===== config.mk =====
export PLATFORM = sky130hd
export DESIGN_NAME = gapp_ram
export DESIGN_NICKNAME = d
export VERILOG_FILES = /design/src/rtl/assert_macros.svh /design/src/rtl/gapp_ram.sv
export SDC_FILE = /design/constraint.sdc
export NUM_CORES = 2
export LEC_CHECK = 0
export ABC_CLOCK_PERIOD_IN_PS = 3680
export BUFFER_PORTS_ARGS = -buffer_cell sky130_fd_sc_hd__buf_2
export CELL_PAD_IN_SITES_DETAIL_PLACEMENT = 0
export CELL_PAD_IN_SITES_GLOBAL_PLACEMENT = 1
export CORE_MARGIN = 1.5
export CORE_UTILIZATION = 40
export DETAILED_ROUTE_END_ITERATION = 8
export PLACE_DENSITY_LB_ADDON = 0.1
export SLEW_MARGIN = 20
export SYNTH_ARGS = -nofsm -noshare
export SYNTH_HDL_FRONTEND = slang
export SYNTH_SLANG_ARGS = --single-unit

===== constraint.sdc =====
create_clock -name clk -period 3.68 [get_ports clk]
set_clock_uncertainty 0.2 [all_clocks]
set_input_delay 0.736 -clock clk [delete_from_list [all_inputs] [get_ports clk]]
set_output_delay 0.736 -clock clk [all_outputs]
set_load 0.01 [all_outputs]

===== src/rtl/assert_macros.svh =====
// Assertion macros used by the top level of the path planner.
`ifndef ASSERT_MACROS_SVH
`define ASSERT_MACROS_SVH

// Same-cycle implication, checked at every rising edge outside reset.
`define ASSERT_IMPL(name, clk, rst_n, pre, post) \
    name: assert property (@(posedge clk) disable iff (!rst_n) (pre) |-> (post)) \
        else $error("same-cycle implication failed");

// Next-cycle implication, checked at every rising edge outside reset.
`define ASSERT_NEXT(name, clk, rst_n, pre, post) \
    name: assert property (@(posedge clk) disable iff (!rst_n) (pre) |=> (post)) \
        else $error("next-cycle implication failed");

`endif


===== src/rtl/gapp_ram.sv =====
// Simple dual-port synchronous RAM with one write and one registered read port.
module gapp_ram #(
    parameter int DATA_W = 8,
    parameter int ADDR_W = 8
) (
    input  logic              clk,
    input  logic              we,
    input  logic [ADDR_W-1:0] waddr,
    input  logic [DATA_W-1:0] wdata,
    input  logic [ADDR_W-1:0] raddr,
    output logic [DATA_W-1:0] rdata
);

    logic [DATA_W-1:0] mem [2**ADDR_W];

    always_ff @(posedge clk)
    begin
        if (we)
        begin
            mem[waddr] <= wdata;
        end
        rdata <= mem[raddr];
    end

endmodule


==> results.yml <==
clock_network:
  postCtsSetupBuffers: 0
  htreeDepth: 4
  clock_path_buffers: 3
  numCtsBuffers: 217
  cts.clk_slew.worst_paths_ns: 0.06
  cts_resized: 0
  clockRootBuffer: "clkbuf_16"
  worstSkewPairLatency_ns: 0.87
  cts_tree: "built"
  cts_hold_buffers: 0
  clock_sinks: 2056
timing:
  fin_crit_ns: 3.17
  hold_viol_final: 0
  whs_ns: 0.0904
  slew_headroom: 0.267
  fmax_mhz: 315
  rsz0062_at_grt: "false"
  tns_ns: 0
  post-route-period-util: 0.862
  drv_slew: 0
  setup_viol: 0
  worst_pin_slew_ns: 1.10
floorplanning:
  core_um2: 197000
  start_util: 0.403
  ios: 34
  fp.dieArea_um2: 202000
  die_h_um: 449
  die_width_um: 449
  core.rowCount: 163
synthesis:
  synth_top_family_by_area: "multiplexers"
  async_flop_share: 0
  synth-compound-area-share: 0.0342
  synth-simple-area-share: 0.0263
  yosys-top-cells-area: "edfxtp_1 77%, mux4_2 13%, mux2i_1 1.7%, nor2_1 1.3%, a22oi_1 1.3%"
  yosys.area_share.adder: 0
  yosysUniqueCellTypes: 55
  synth_area_um2: 79600
  synthXorXnorAreaFrac: 0
  syn_area_per_cell_um2: 21.3
  synth_top_cell_by_area: "edfxtp_1"
  ys.flop_type: "edfxtp_1"
  synth_warnings: 0
  synth-seq-cells: 2056
  post_synth_mux_area_share: 0.146
  synth_edf_count: 2048
  synth_top_area_share: 0.773
  yosysSeqAreaShare: 0.775
  syn-num-nets: 3759
  synthCells: 3733
critical_path:
  reg2reg_setup_slack_ns: 0.76
  arrival_ns: 3.73
  path_cells: "buf_8 > buf_12 > buf_4 > mux4_2 > mux4_2 > nor2_1 > a2111oi_0 > nor3_1 > buf_4 > nor4_2"
  critPathSlowestCell: "nor3_1"
  endpoint_kind: "register"
  cp.depth: 10
  cp_num_buf_inv: 4
  cp_max_fo: 28
  crit_start: "raddr[0]"
  path_class: "in -> reg"
  r2r_end: "rdata[2]"
  worstPathRequired_ns: 4.24
  reg2reg_from: "mem[139][2]"
  slowest_delay_ns: 0.72
  crit_family: "multiplexers"
  critPathLaunchType: "input port"
  crit_end: "rdata[2]"
  ff2ff_path_depth: 7
placed_design:
  gp_congestion: 0.803
  place_inst: 6706
  dpl.hpwl_um: 140000
  io_buffer_count: 33
  placed_cell_area_um2: 86600
status:
  status: "complete, no violations"
routing:
  drt-vias-per-instance: 5.55
  wl_met3_um: 10100
  drc_errors: 0
  m1WireLength_um: 95900
  via_count: 39500
  routed_wl_um: 219000
  drt-initial-drc-count: 3659
  antenna_left: 0
  top_layer_used: "met4"
  dr.pass1.iters: 5
  wire_per_inst_um: 30.8
  wl_met2_um: 109000
grt:
  grt_pass1_wl_um: 313000
  antenna_found_initial: 14
  grt_use_total: 0.218
  grt_max_degree: 108
  overflow: 0
  first_global_vias: 41000
layout:
  fin_nets: 4311
  mostFrequentLayoutCell: "edfxtp_1"
  fin_area_um2: 93400
  nFillCells: 16600
  multi_input_area_um2: 16500
  mostFrequentLayoutCells: "2,048 x edfxtp_1, 469 x buf_4, 454 x mux4_2"
  regArea_um2: 61700
  area_growth_pct: 17.5
  instances_no_fill: 7119
  drive_gt1_frac: 0.300
power_and_ir_drop:
  p_total_mw: 49.6
  power_leakage_nw: 29.8
  switchingPower_mw: 10.9
  combPwrFrac: 0.053
  p_clk_frac: 0.425
  powerDensity_nw_per_um2: 530
  switching_share: 0.220
  internal_power_mw: 38.7
  seq_power_share: 0.522
  peakVddDrop_uv: 439
job:
  cap_violations: 0
hold_path:
  hold_path_depth: 1
  hp-start: "wdata[0]"
  worstHoldPathType: "in -> reg"
==> cells by family after synthesis <==
| family | Yosys count |
|---|---|
| AOI/OAI and AO/OA | 385 |
| buffers and inverters | 235 |
| DFF | 2056 |
| muxes | 591 |
| and+or+nand+nor | 466 |
==> per-stage QoR <==
stage	worst slack, ns	utilization
detailed placement	-0.437	0.439
CTS	0.494	0.473
finish	0.506	0.473
global placement	-0.697	0.439
global route	0.318	0.473
floorplan	0.806	-
==> Yosys cell counts, types with 10 or more instances <==
| master | instances |
|---|---|
| o221ai_1 | 46 |
| clkbuf_1 | 111 |
| a211oi_1 | 16 |
| nand4_1 | 10 |
| nand2_1 | 33 |
| nor2_1 | 282 |
| a221oi_1 | 13 |
| o22ai_1 | 28 |
| a21oi_1 | 96 |
| buf_8 | 13 |
| nand3_1 | 34 |
| nor2b_1 | 31 |
| buf_4 | 27 |
| o211ai_1 | 10 |
| mux4_2 | 454 |
| mux2i_1 | 134 |
| a22oi_1 | 133 |
| nor4_1 | 24 |
| nor3_1 | 22 |
| buf_2 | 31 |
| o21ai_0 | 10 |
| buf_1 | 22 |
| buf_6 | 21 |
| edfxtp_1 | 2048 |
==> registers in the layout, summed over array words and instances, names as in the netlist <==
signal and flops:
mem 2048, rdata 8
==> worst min path at each step <==
stage                       to  slack (ns)
floorplan             rdata[3]        0.57
global route        mem[65][0]        0.04
detailed placement    rdata[5]        0.91
CTS                 mem[65][0]        0.03
finish              mem[65][0]        0.09
global placement      rdata[6]        0.90
==> final cells by class <==
| cell class | instances | area share |
|---|---|---|
| Antenna cell | 7 | 0.000187 |
| Clock buffer | 281 | 0.0610 |
| Clock inverter | 125 | 0.0119 |
| Inverter | 2 | 0.0000803 |
| Multi-Input combinational cell | 1442 | 0.177 |
| Sequential cell | 2056 | 0.660 |
| Tap cell | 2640 | 0.0353 |
| Timing Repair Buffer | 566 | 0.0545 |
==> power by group through the flow <==
stage	clock, mW	sequential [mW]	combinational, mW
after CTS	21.5	25.9	2.68
after global placement	0	26.4	2.66
after floorplan	0	26.3	1.25
after global routing	22.4	25.9	2.78
final	21.1	25.9	2.62
after detailed placement	0	26.4	2.68
==> routing by layer <==
layer	vias to the layer above	GRT usage
met5	-	0
met4	0	0.0494
met3	242	0.0271
met2	997	0.362
met1	21500	0.309
li1	16800	-
(Power assumes the default switching activity.)
